`config.mk`:
```
export PLATFORM = sky130hd
export DESIGN_NAME = priority_lru_eviction_planner_flat
export DESIGN_NICKNAME = d
export VERILOG_FILES = /design/src/hw/rtl/plep_pkg.sv /design/src/hw/rtl/plep_if.sv /design/src/hw/rtl/plep_ram.sv /design/src/hw/rtl/priority_lru_eviction_planner.sv /design/src/flat_wrapper.sv
export SDC_FILE = /design/constraint.sdc
export NUM_CORES = 2
export LEC_CHECK = 0
export BUFFER_PORTS_ARGS = -buffer_cell sky130_fd_sc_hd__buf_2
export CAP_MARGIN = 20
export CORE_ASPECT_RATIO = 1.5
export CORE_MARGIN = 2
export CORE_UTILIZATION = 40
export CTS_BUF_LIST = sky130_fd_sc_hd__clkbuf_16
export DETAILED_ROUTE_END_ITERATION = 16
export HOLD_SLACK_MARGIN = 0.08
export PLACE_DENSITY = 0.52
export SLEW_MARGIN = 20
export SYNTH_ARGS = -nofsm -noshare
export SYNTH_HDL_FRONTEND = slang
export SYNTH_SLANG_ARGS = --single-unit
```
`constraint.sdc`:
```
create_clock -name clk_i -period 18.9 [get_ports clk_i]
set_input_delay 2.835 -clock clk_i [delete_from_list [all_inputs] [get_ports clk_i]]
set_output_delay 2.835 -clock clk_i [all_outputs]
set_load 0.005 [all_outputs]
```
`src/hw/rtl/plep_pkg.sv`:
```
// Package: shared types, constants and codes of the eviction planner.
package plep_pkg;

  localparam int SLOTS = 16;
  localparam int IDX_W = $clog2(SLOTS);
  localparam int CNT_W = $clog2(SLOTS + 1);
  // Resident totals: sixteen 40-bit sizes fit in 44 bits, with room to spare.
  localparam int TOT_W = 48;

  typedef enum logic [1:0] {
    KIND_REG     = 2'd0,
    KIND_USE     = 2'd1,
    KIND_EVICT   = 2'd2,
    KIND_PRELOAD = 2'd3
  } kind_e;

  typedef enum logic [2:0] {
    ST_IDLE,
    ST_RMW,
    ST_EV_START,
    ST_SCAN,
    ST_PICK,
    ST_EMPTY,
    ST_PRE
  } state_e;

  typedef struct packed {
    logic [1:0]  kind;
    logic [3:0]  slot_index;
    logic [39:0] size_bytes;
    logic [15:0] prio;
    logic        is_resident;
    logic [47:0] timestamp;
    logic [43:0] budget;
    logic        first_in_list;
  } in_item_t;

  typedef struct packed {
    logic [3:0] chosen_slot;
    logic       named;
    logic       last_of_run;
  } out_item_t;

  // One table entry as stored in the slot memory.
  typedef struct packed {
    logic        loaded;
    logic [47:0] last_use;
    logic [15:0] prio;
    logic [39:0] size;
  } slot_t;

endpackage

```
`src/hw/rtl/plep_if.sv`:
```
// Interfaces: valid/ready channels for request and result words.
interface plep_in_if;
  import plep_pkg::*;
  logic     valid;
  logic     ready;
  in_item_t data;
  modport source (output valid, output data, input ready);
  modport sink (input valid, input data, output ready);
endinterface

interface plep_out_if;
  import plep_pkg::*;
  logic      valid;
  logic      ready;
  out_item_t data;
  modport source (output valid, output data, input ready);
  modport sink (input valid, input data, output ready);
endinterface

```
`src/hw/rtl/plep_ram.sv`:
```
// Generic single-write, single-read RAM with registered read data.
module plep_ram #(
  parameter int WIDTH = 8,
  parameter int DEPTH = 16
) (
  input  logic                     clk_i,
  input  logic                     we_i,
  input  logic [$clog2(DEPTH)-1:0] waddr_i,
  input  logic [WIDTH-1:0]         wdata_i,
  input  logic [$clog2(DEPTH)-1:0] raddr_i,
  output logic [WIDTH-1:0]         rdata_o
);

  logic [WIDTH-1:0] mem_q [DEPTH];

  always_ff @(posedge clk_i) begin
    if (we_i) begin
      mem_q[waddr_i] <= wdata_i;
    end
    rdata_o <= mem_q[raddr_i];
  end

endmodule

```
`src/hw/rtl/priority_lru_eviction_planner.sv`:
```
// Slot table with priority-then-LRU eviction plans and preload runs. Slot
// fields live in one synchronous RAM; valid marks and the resident total sit
// in flops, the total kept current by a read-modify-write on every in-range
// register item. Register and use items read their slot on acceptance and
// write it back in ST_RMW. An eviction plan makes one full RAM sweep per
// named slot (one per minimum search), or gives the empty marker when the
// total already fits. Preload and eviction results wait out output stalls.
// One item is in work at a time. No clearing pass is needed after reset.
module priority_lru_eviction_planner (
  input  logic        clk_i,
  input  logic        rst_ni,
  plep_in_if.sink     in_i,
  plep_out_if.source  out_o
);
  import plep_pkg::*;

  state_e               state_q, state_d;
  in_item_t             item_q, item_d;
  logic [SLOTS-1:0]     valid_q, valid_d;
  logic [SLOTS-1:0]     taken_q, taken_d;
  logic [TOT_W-1:0]     res_total_q, res_total_d;
  logic [TOT_W-1:0]     ev_tot_q, ev_tot_d;
  logic [TOT_W-1:0]     run_q, run_d;
  logic                 stopped_q, stopped_d;
  logic [CNT_W-1:0]     cnt_q, cnt_d;
  logic [IDX_W-1:0]     best_idx_q, best_idx_d;
  logic [15:0]          best_prio_q, best_prio_d;
  logic [47:0]          best_ts_q, best_ts_d;
  logic [39:0]          best_size_q, best_size_d;
  logic                 found_q, found_d;
  logic                 ovld_q, ovld_d;
  out_item_t            obuf_q, obuf_d;

  logic                 accept, can_load;
  logic                 mem_we;
  logic [IDX_W-1:0]     raddr, item_idx, scan_idx;
  slot_t                rd, wdata;
  logic                 in_range, scan_end;
  logic [TOT_W-1:0]     budget_ext, ev_after, old_part, new_part;
  logic [TOT_W:0]       pre_sum;
  logic                 pre_ok, pre_over, ev_fits, pick_last;

  plep_ram #(.WIDTH($bits(slot_t)), .DEPTH(SLOTS)) u_table (
    .clk_i   (clk_i),
    .we_i    (mem_we),
    .waddr_i (item_idx),
    .wdata_i (wdata),
    .raddr_i (raddr),
    .rdata_o (rd)
  );

  assign accept     = in_i.valid && in_i.ready;
  assign can_load   = !ovld_q || out_o.ready;
  assign in_i.ready = (state_q == ST_IDLE);
  assign out_o.valid = ovld_q;
  assign out_o.data  = obuf_q;

  assign item_idx   = IDX_W'(item_q.slot_index);
  assign in_range   = (32'(item_q.slot_index) < SLOTS);
  assign scan_idx   = IDX_W'(cnt_q - CNT_W'(1));
  assign scan_end   = (cnt_q == CNT_W'(SLOTS));
  assign budget_ext = TOT_W'(item_q.budget);
  assign ev_fits    = (res_total_q <= budget_ext);
  assign ev_after   = ev_tot_q - TOT_W'(best_size_q);
  assign pick_last  = (ev_after <= budget_ext);
  assign pre_sum    = (TOT_W+1)'(run_q) + (TOT_W+1)'(rd.size);
  assign pre_ok     = !stopped_q && in_range && valid_q[item_idx] && !rd.loaded;
  assign pre_over   = (pre_sum > (TOT_W+1)'(item_q.budget));
  assign old_part   = (valid_q[item_idx] && rd.loaded) ? TOT_W'(rd.size) : '0;
  assign new_part   = item_q.is_resident ? TOT_W'(item_q.size_bytes) : '0;

  // Next state
  always_comb begin
    state_d = state_q;
    unique case (state_q)
      ST_IDLE: begin
        if (accept) begin
          priority case (in_i.data.kind)
            KIND_EVICT:   state_d = ST_EV_START;
            KIND_PRELOAD: state_d = ST_PRE;
            default:      state_d = (32'(in_i.data.slot_index) < SLOTS) ? ST_RMW : ST_IDLE;
          endcase
        end
      end
      ST_RMW:      state_d = ST_IDLE;
      ST_EV_START: state_d = ev_fits ? ST_EMPTY : ST_SCAN;
      ST_SCAN:     state_d = scan_end ? ST_PICK : ST_SCAN;
      ST_PICK: begin
        if (can_load) state_d = pick_last ? ST_IDLE : ST_SCAN;
      end
      ST_EMPTY: begin
        if (can_load) state_d = ST_IDLE;
      end
      ST_PRE: begin
        if (!pre_ok || pre_over || can_load) state_d = ST_IDLE;
      end
      default: state_d = ST_IDLE;
    endcase
  end

  // Datapath and outputs
  always_comb begin
    item_d      = item_q;
    valid_d     = valid_q;
    taken_d     = taken_q;
    res_total_d = res_total_q;
    ev_tot_d    = ev_tot_q;
    run_d       = run_q;
    stopped_d   = stopped_q;
    cnt_d       = cnt_q;
    best_idx_d  = best_idx_q;
    best_prio_d = best_prio_q;
    best_ts_d   = best_ts_q;
    best_size_d = best_size_q;
    found_d     = found_q;
    ovld_d      = ovld_q && !out_o.ready;
    obuf_d      = obuf_q;
    mem_we      = 1'b0;
    wdata       = rd;
    raddr       = item_idx;
    unique case (state_q)
      ST_IDLE: begin
        raddr = IDX_W'(in_i.data.slot_index);
        if (accept) begin
          item_d = in_i.data;
          if (in_i.data.kind == KIND_PRELOAD && in_i.data.first_in_list) begin
            run_d     = res_total_q;
            stopped_d = 1'b0;
          end
        end
      end
      ST_RMW: begin
        if (item_q.kind == KIND_REG) begin
          mem_we            = 1'b1;
          wdata             = {item_q.is_resident, item_q.timestamp, item_q.prio,
                               item_q.size_bytes};
          valid_d[item_idx] = 1'b1;
          res_total_d       = res_total_q - old_part + new_part;
        end else if (valid_q[item_idx]) begin
          mem_we        = 1'b1;
          wdata.last_use = item_q.timestamp;
        end
      end
      ST_EV_START: begin
        taken_d  = '0;
        ev_tot_d = res_total_q;
        cnt_d    = '0;
        found_d  = 1'b0;
      end
      ST_SCAN: begin
        raddr = cnt_q[IDX_W-1:0];
        if (!scan_end) cnt_d = cnt_q + CNT_W'(1);
        // data in rd belongs to the previous read address
        if (cnt_q != '0 && valid_q[scan_idx] && rd.loaded && !taken_q[scan_idx] &&
            (!found_q || rd.prio < best_prio_q ||
             (rd.prio == best_prio_q && rd.last_use < best_ts_q))) begin
          found_d     = 1'b1;
          best_idx_d  = scan_idx;
          best_prio_d = rd.prio;
          best_ts_d   = rd.last_use;
          best_size_d = rd.size;
        end
      end
      ST_PICK: begin
        if (can_load) begin
          ovld_d              = 1'b1;
          obuf_d              = '{chosen_slot: 4'(best_idx_q), named: 1'b1,
                                  last_of_run: pick_last};
          taken_d[best_idx_q] = 1'b1;
          ev_tot_d            = ev_after;
          cnt_d               = '0;
          found_d             = 1'b0;
        end
      end
      ST_EMPTY: begin
        if (can_load) begin
          ovld_d = 1'b1;
          obuf_d = '{chosen_slot: 4'd0, named: 1'b0, last_of_run: 1'b1};
        end
      end
      ST_PRE: begin
        if (pre_ok && pre_over) begin
          stopped_d = 1'b1;
        end else if (pre_ok && can_load) begin
          run_d  = pre_sum[TOT_W-1:0];
          ovld_d = 1'b1;
          obuf_d = '{chosen_slot: item_q.slot_index, named: 1'b1, last_of_run: 1'b1};
        end
      end
      default: ;
    endcase
  end

  always_ff @(posedge clk_i or negedge rst_ni) begin
    if (!rst_ni) begin
      state_q     <= ST_IDLE;
      valid_q     <= '0;
      taken_q     <= '0;
      res_total_q <= '0;
      run_q       <= '0;
      stopped_q   <= 1'b0;
      cnt_q       <= '0;
      found_q     <= 1'b0;
      ovld_q      <= 1'b0;
    end else begin
      state_q     <= state_d;
      valid_q     <= valid_d;
      taken_q     <= taken_d;
      res_total_q <= res_total_d;
      run_q       <= run_d;
      stopped_q   <= stopped_d;
      cnt_q       <= cnt_d;
      found_q     <= found_d;
      ovld_q      <= ovld_d;
    end
  end

  always_ff @(posedge clk_i) begin
    item_q      <= item_d;
    ev_tot_q    <= ev_tot_d;
    best_idx_q  <= best_idx_d;
    best_prio_q <= best_prio_d;
    best_ts_q   <= best_ts_d;
    best_size_q <= best_size_d;
    obuf_q      <= obuf_d;
  end

  // a pick always has a candidate: the remaining total is made of untaken slots
  a_pick_found: assert property (@(posedge clk_i) disable iff (!rst_ni)
    state_q == ST_PICK |-> found_q)
    else $error("eviction pick without candidate");

  a_ev_total: assert property (@(posedge clk_i) disable iff (!rst_ni)
    state_q == ST_SCAN |-> ev_tot_q <= res_total_q)
    else $error("eviction total above resident total");

  a_rmw_one: assert property (@(posedge clk_i) disable iff (!rst_ni)
    state_q == ST_RMW |=> state_q == ST_IDLE)
    else $error("table update took more than one write cycle");

endmodule
```
`src/flat_wrapper.sv`:
```
// flat-port wrapper written by rule: the top's interface ports become plain ports
module priority_lru_eviction_planner_flat import plep_pkg::*;
  (clk_i, rst_ni, in_i_valid, in_i_data, in_i_ready, out_o_valid, out_o_data, out_o_ready);
  plep_in_if in_i_i ();
  plep_out_if out_o_i ();
  input  logic clk_i;
  input  logic rst_ni;
  input wire logic [$bits(in_i_i.valid)-1:0] in_i_valid;
  input wire logic [$bits(in_i_i.data)-1:0] in_i_data;
  output wire logic [$bits(in_i_i.ready)-1:0] in_i_ready;
  output wire logic [$bits(out_o_i.valid)-1:0] out_o_valid;
  output wire logic [$bits(out_o_i.data)-1:0] out_o_data;
  input wire logic [$bits(out_o_i.ready)-1:0] out_o_ready;
  assign in_i_i.valid = in_i_valid;
  assign in_i_i.data = in_i_data;
  assign in_i_ready = in_i_i.ready;
  assign out_o_valid = out_o_i.valid;
  assign out_o_data = out_o_i.data;
  assign out_o_i.ready = out_o_ready;
  priority_lru_eviction_planner u_core (.clk_i(clk_i), .rst_ni(rst_ni), .in_i(in_i_i), .out_o(out_o_i));
endmodule
```
# After elaboration in Yosys (flattened, before gate mapping)
# Memory sizes are Yosys's and may differ from the RTL's. A register that Yosys moved wholly into a read port is not among the register bits.
# Index checks and enable logic that the tools add are counted.
dict set report classes {
  n_lt_le_gt_ge 10
  n_bitwise 2
  n_mul 0
  add_sub_neg 6
  n_shift 0
  eq_ne 20
  n_div 0
  n_reduce_logical 45
  muxes 60
}
# op n
set ops {}
lappend ops {{two-way mux 48 bit} 7}
lappend ops {{case mux 48 bit (2 select lines)} 2}
lappend ops {{two-way mux 105 bit} 1}
lappend ops {{less-or-equal comparator 48 x 44 -> 1 bit} 2}
lappend ops {{two-way mux 40 bit} 2}
lappend ops {{two-way mux 56 bit} 1}
lappend ops {{adder 48 x 40 -> 49 bit} 1}
lappend ops {{greater-than comparator 49 x 44 -> 1 bit} 1}
lappend ops {{adder 48 bit} 1}
lappend ops {{less-than comparator 48 bit} 1}
lappend ops {{subtractor 48 x 40 -> 48 bit} 1}
lappend ops {{subtractor 48 bit} 1}
lappend ops {{bitwise OR 16 bit} 2}
lappend ops {{case mux 16 bit (2 select lines)} 1}
lappend ops {{two-way mux 6 bit} 4}
lappend ops {{two-way mux 1 bit} 19}
lappend ops {{two-way mux 3 bit} 6}
lappend ops {{case mux 3 bit (6 select lines)} 1}
lappend ops {{case mux 6 bit (3 select lines)} 1}
lappend ops {{== test 16 bit} 1}
lappend ops {{less-than comparator 16 bit} 1}
lappend ops {{two-way mux 16 bit} 1}
lappend ops {{logical AND 1 bit} 15}
lappend ops {{less-than comparator 4 x 5 -> 1 bit (second input constant)} 3}
lappend ops {{31 further kinds} 67}
dict set report word_totals {
  elab_cells 168
  out_inout_bits 8
  in_bits 160
  memories 1
  reg_bits 456
  latchBits 0
  rom_bits 0
  ramBits 1680
}
# memory words width read_ports rd_clocked_by_memory_dff write_ports line
set memory_table {}
lappend memory_table {u_core.u_table.mem_q 16 105 1 1 1 plep_ram.sv:14} ;# logic [WIDTH-1:0] mem_q [DEPTH];

# Longest topological paths before layout
dict set report logic_depth {
  ltp_word 9
  depth_mapped 24
  mapped_depth_nobuf 23
}

# By module
# From an unflattened synthesis, not the netlist that was laid out.
dict set report unflattened {
  cells_unflattened 6011
  area_unflattened_um2 96177.2
}
# mod area_per_inst_um2 cells_each seq_area_each_um2 n_inst
set modules_own_cells {}
lappend modules_own_cells {plep_ram 64932.3 2688 52550.4 1}
lappend modules_own_cells {priority_lru_eviction_planner 31245.0 3323 12997.5 1}

# Worst setup path before layout
# Ideal clock, no wire load.
dict set report synth_timing {
  kind {reg2reg}
  startpoint {register u_core.item_q, in the netlist u_core.item_idx[0]}
  endpoint {memory u_core.u_table.mem_q[3][0] (netlist bit), enable pin}
  setup_time_ps 827
  t_arrival_ps 11711
  path_buffers 2
  synth_period_minus_slack_ps 12538
  stages_incl_launch_ff 7
  slack_ps 6362
  required_time_ps 18073
  path_cell_list {edfxtp_1 clkbuf_1 mux4_2 mux4_2 o211ai_1 clkbuf_1 nor4_1}
}
dict set report synth_between {
  elab_chain_cells 7
}
# item line
set synth_lines {}
lappend synth_lines {{start: declaration} priority_lru_eviction_planner.sv:18} ;# in_item_t item_q, item_d;
lappend synth_lines {{start signal: assignment} priority_lru_eviction_planner.sv:219} ;# item_q <= item_d;
lappend synth_lines {{binary-select mux 1 bit (select 4 bit)} priority_lru_eviction_planner.sv:139} ;# end else if (valid_q[item_idx]) begin
lappend synth_lines {{two-way mux 1 bit (not written as such)} priority_lru_eviction_planner.sv:139}
lappend synth_lines {{two-way mux 1 bit} priority_lru_eviction_planner.sv:139}
lappend synth_lines {{two-way mux 1 bit} priority_lru_eviction_planner.sv:133} ;# if (item_q.kind == KIND_REG) begin
lappend synth_lines {{two-way mux 1 bit} priority_lru_eviction_planner.sv:121} ;# unique case (state_q)
lappend synth_lines {{two-way mux 1 bit} plep_ram.sv:17} ;# if (we_i) begin
lappend synth_lines {{two-way mux 1 bit (not written as such)} plep_ram.sv:18} ;# mem_q[waddr_i] <= wdata_i;
lappend synth_lines {{end: declaration} plep_ram.sv:14}
# Parallel ways exist; a longest one is shown, timed or not. The select of a mux whose other input is x is not followed.

# Worst setup path after layout
dict set report layout_timing {
  startpoint {register u_core.u_table.rdata_o[31], read port of u_core.u_table.mem_q}
  endpoint {register u_core.run_q[5]}
}
dict set report layout_between {
  elab_chain_cells 5
}
# item line
set layout_lines {}
lappend layout_lines {{start: declaration} plep_ram.sv:11} ;# output logic [WIDTH-1:0] rdata_o
lappend layout_lines {{adder 48 x 40 -> 49 bit} priority_lru_eviction_planner.sv:66} ;# assign pre_sum = (TOT_W+1)'(run_q) + (TOT_W+1)'(rd.size);
lappend layout_lines {{greater-than comparator 49 x 44 -> 1 bit} priority_lru_eviction_planner.sv:68} ;# assign pre_over = (pre_sum > (TOT_W+1)'(item_q.budget));
lappend layout_lines {{logical AND 1 bit} priority_lru_eviction_planner.sv:182} ;# if (pre_ok && pre_over) begin
lappend layout_lines {{inequality test 2 bit (no source line)} --}
lappend layout_lines {{AND reduction 5 bit (no source line)} --}
lappend layout_lines {{end signal: assignment} priority_lru_eviction_planner.sv:210} ;# run_q <= run_d;
lappend layout_lines {{end: declaration} priority_lru_eviction_planner.sv:23} ;# logic [TOT_W-1:0] run_q, run_d;
# Every way passes these cells.
# A chain may end at the register's enable or synchronous reset.

==> impl_metrics.toml <==
[logic_synthesis]
synth_area_sq_um = 97600
synth_top_area_frac = 0.614
synth_ff_type = "edfxtp_1"
synth_area_leaders = "edfxtp_1 (61%), mux4_2 (9.9%), ha_1 (4.2%), dfrtp_1 (3.6%), dfxtp_1 (2.2%)"
syn_area_per_cell_sq_um = 16.1
synth-edff-count = 1997
yosysMostFrequentCell = "edfxtp_1"
yosysWarningCount = 0
seq_area_frac_synth = 0.671
ys_ff_latch = 2241
yosysTopAreaCell = "edfxtp_1"
yosys-top-cells-count = "edfxtp_1 (1997), nand2_1 (432), mux4_2 (427)"
async_flop_share = 0.0620
ys_types = 84
syn_nets = 6588
synth_cells = 6057

[global_route]
grtUsageMet3 = 0.0229
grt_pass1_vias = 57100
grt_busiest_layer = "met2"
grt_overflow = 0
grt_use_met2 = 0.364
grt_max_degree = 150
grt.total_usage = 0.208
use_met1 = 0.265
grt_first_pass_wirelength_mm = 382
antenna_found_initial = 5

[routing]
drt_iter0_drc = 4139
drt-total-wl_mm = 260
wl_per_cell_um = 26.8
avgViaCountPerCell = 5.54
drc = 0
vias = 53900
antenna_left = 0
firstDrtPassIters = 5

[timing]
fin_skew_ps = 52.9
tns_ps = 0
finalHoldViolCount = 0
finalCriticalPeriod_ps = 7260
timing.final.ws_setup_ps = 11640
worstMarginPinSlew_ps = 1190
period_share = 0.384
rsz0062_at_grt = "no"
setup_viol = 0
hold_ws_ps = 435
timing.fmax_mhz = 138
drv_slew = 0
relSlewSlack = 0.203

[critical_path]
startpoint_type = "register"
crit_slowest_cell = "nor4_1"
cp_common_cell = "nand4_1"
crit_arrival_ps = 8020
reg2regPathDepth = 19
path_cells = "ha_1 -> nand4_1 -> nor4_1 -> nand4_1 -> a31oi_1 -> o21ai_0 -> a21o_1 -> and2_1 -> ha_1 -> and3_1 -> nand3_1 -> nor3_1 -> nand4_1 -> a21oi_1 -> o221ai_2 -> nor3_4 -> a41o_2 -> buf_4 -> mux2_2"
timing.rr.start = "u_core.u_table.rdata_o[31]$_DFF_P_"
timing.rr.end = "u_core.run_q[5]$_DFFE_PN0P_"
worstPathRequired_ps = 19660
path_max_fanout = 30
end_kind = "register"
max_stage_delay_ps = 790
path_class = "register to register"
r2r_slack_ps = 11640

[die]
fp.coreArea_sq_um = 243000
die_w_um = 407
fp.dieH_um = 609
die_area_sq_um = 248000
initial_core_util = 0.401
rows = 222
ios = 168

[power_and_ir_drop]
p_sw_frac = 0.372
p_per_area_nw_per_um2 = 179
switchingPower_mw = 7.30
seqPwrFrac = 0.357
irDropWorstVdd_mv = 0.179
pwr-share-comb = 0.422
clockPowerShare = 0.221
power.internal_mw = 12.3
leakagePower_nw = 39.1

[clocking]
cts_buffers = 225
cts_sinks = 2241
clk_path_buf_depth = 4
cts_resized = 0
cts_setup_buffers = 0
cts_tree = "built"
clk_latency_ps = 900
clk_root_buffer_cell = "clkbuf_16"
clkTransAtPathRegs_ps = 70
h-tree-depth = 4
holdBufCountCts = 0

[placement]
placed_cells = 9310
port_buffers = 167
place_congestion = 0.959
pre_cts_ws_ps = 11720
hpwl_mm = 155

[final_layout]
final_cells = 9721
area.growth.synth_to_final_pct = 12.2
finish.utilization = 0.450
layout.nets = 6820
nFillCells = 21500
final_layout_size_suffix_gt1_frac = 0.182

[hold_path]
holdCritStartpoint = "u_core.u_table.rdata_o[40]$_DFF_P_"
whs_endpoint = "u_core.best_prio_q[0]$_DFFE_PP_"
hp-class = "register to register"
hold_depth = 0

[outcome]
outcome = "finished clean"

[run]
drv_cap = 0
[layer usage]
metal	part of all wire	vias up	routed length, um
li1	-	24000	-
met1	0.42	28200	108000
met2	0.51	1302	132000
met3	0.039	447	10200
met4	0.038	2	9980
met5	0.000042	-	11
[per-stage QoR]
stage	total power, mW	cell area (sq um)
4_1_cts	19.8	110000
6_report	19.6	110000
2_1_floorplan	12.9	97600
3_3_place_gp	15.4	102000
5_1_grt	20.8	110000
3_5_place_dp	15.5	102000
[power groups by stage]
stage | sequential [mW] | combinational [mW] | clock [mW]
finish | 7.01 | 8.27 | 4.34
global route | 7.06 | 9.12 | 4.62
CTS | 7.01 | 8.37 | 4.46
detailed placement | 7.11 | 8.34 | 0
global placement | 7.10 | 8.25 | 0
floorplan | 6.92 | 6.01 | 0
[worst max path at each step]
stage	startpoint	endpoint	slack (ps)
floorplan	u_core.item_idx[0]$_DFFE_PP_	u_core.u_table.mem_q[3][0]$_DFFE_PP_	6360
global placement	u_core.u_table.rdata_o[19]$_DFF_P_	u_core.run_q[0]$_DFFE_PN0P_	11690
detailed placement	u_core.u_table.rdata_o[19]$_DFF_P_	u_core.run_q[5]$_DFFE_PN0P_	11720
CTS	u_core.run_q[6]$_DFFE_PN0P_	u_core.run_q[5]$_DFFE_PN0P_	11700
global route	u_core.u_table.rdata_o[19]$_DFF_P_	u_core.run_q[5]$_DFFE_PN0P_	11450
finish	u_core.u_table.rdata_o[31]$_DFF_P_	u_core.run_q[5]$_DFFE_PN0P_	11640
[flip-flops by register name, summed over array words and instances, names as in the netlist, 3 cells and up]
name / count
u_core.u_table.rdata_o: 105
u_core.res_total_q: 48
u_core.budget_ext: 44
u_core.item_idx: 4
u_core.cnt_q: 5
u_core.best_prio_q: 16
u_core.best_ts_q: 48
u_core.ev_tot_q: 48
u_core.valid_q: 16
u_core.best_size_q: 40
u_core.run_q: 48
u_core.state_q: 3
u_core.taken_q: 16
u_core.item_q: 107
u_core.best_idx_q: 4
u_core.u_table.mem_q: 1680
u_core.out_o.data: 6
[critical path: cells and delay by family, from the launching register on]
family,cells,cell delay (ps)
compound gates,6,1920
fa+ha+maj,2,810
flops,1,390
simple gates,9,2920
mux,1,400
buf+inv,1,610
[placed cells by master, fill, tap and decap left out, types with 13 or more instances in the layout]
| cell | instances |
|---|---|
| a211oi_1 | 126 |
| nand2b_1 | 33 |
| a21o_1 | 118 |
| nor2b_1 | 143 |
| mux2_4 | 21 |
| buf_2 | 166 |
| o211ai_1 | 15 |
| nand4_1 | 60 |
| o21bai_1 | 18 |
| inv_1 | 387 |
| or3_1 | 13 |
| xnor2_1 | 69 |
| xor2_1 | 58 |
| buf_4 | 87 |
| and2_1 | 13 |
| ha_1 | 329 |
| mux2i_1 | 123 |
| dfrtp_1 | 139 |
| o21a_1 | 16 |
| nand2_1 | 430 |
| clkinv_1 | 49 |
| a21oi_1 | 328 |
| clkinv_2 | 39 |
| clkinvlp_4 | 21 |
| o21ai_0 | 170 |
| o31ai_1 | 19 |
| nor2_1 | 177 |
| mux2_2 | 94 |
| mux4_2 | 427 |
| nand3_1 | 48 |
| and3_1 | 71 |
| fa_1 | 42 |
| dfxtp_1 | 105 |
| edfxtp_1 | 1997 |
| nor3_1 | 27 |
| bufinv_16 | 18 |
| clkbuf_16 | 227 |
| a31oi_1 | 34 |
[cell type report]
type                            instances  area (sq um)  share of cell area
Sequential cell                      2241         65500               0.598
Multi-Input combinational cell       3216         29900               0.273
Tap cell                             3248          4060              0.0371
Clock buffer                          227          5680              0.0519
Antenna cell                            2          5.00           0.0000457
Timing Repair Buffer                  265          1720              0.0157
Clock inverter                        182          1350              0.0124
Inverter                              340          1280              0.0117
[logic make-up after synthesis]
group / after synthesis / synth area share
AO/OA/AOI/OAI: 971 / 0.0634
XOR/XNOR: 127 / 0.0114
adder cells (fa/ha/maj): 371 / 0.0508
buffers and inverters: 600 / 0.0245
flip-flops: 2241 / 0.671
multiplexers: 665 / 0.125
AND/OR/NAND/NOR: 1082 / 0.0534
Note: power is estimated with default switching activity, not from simulation.
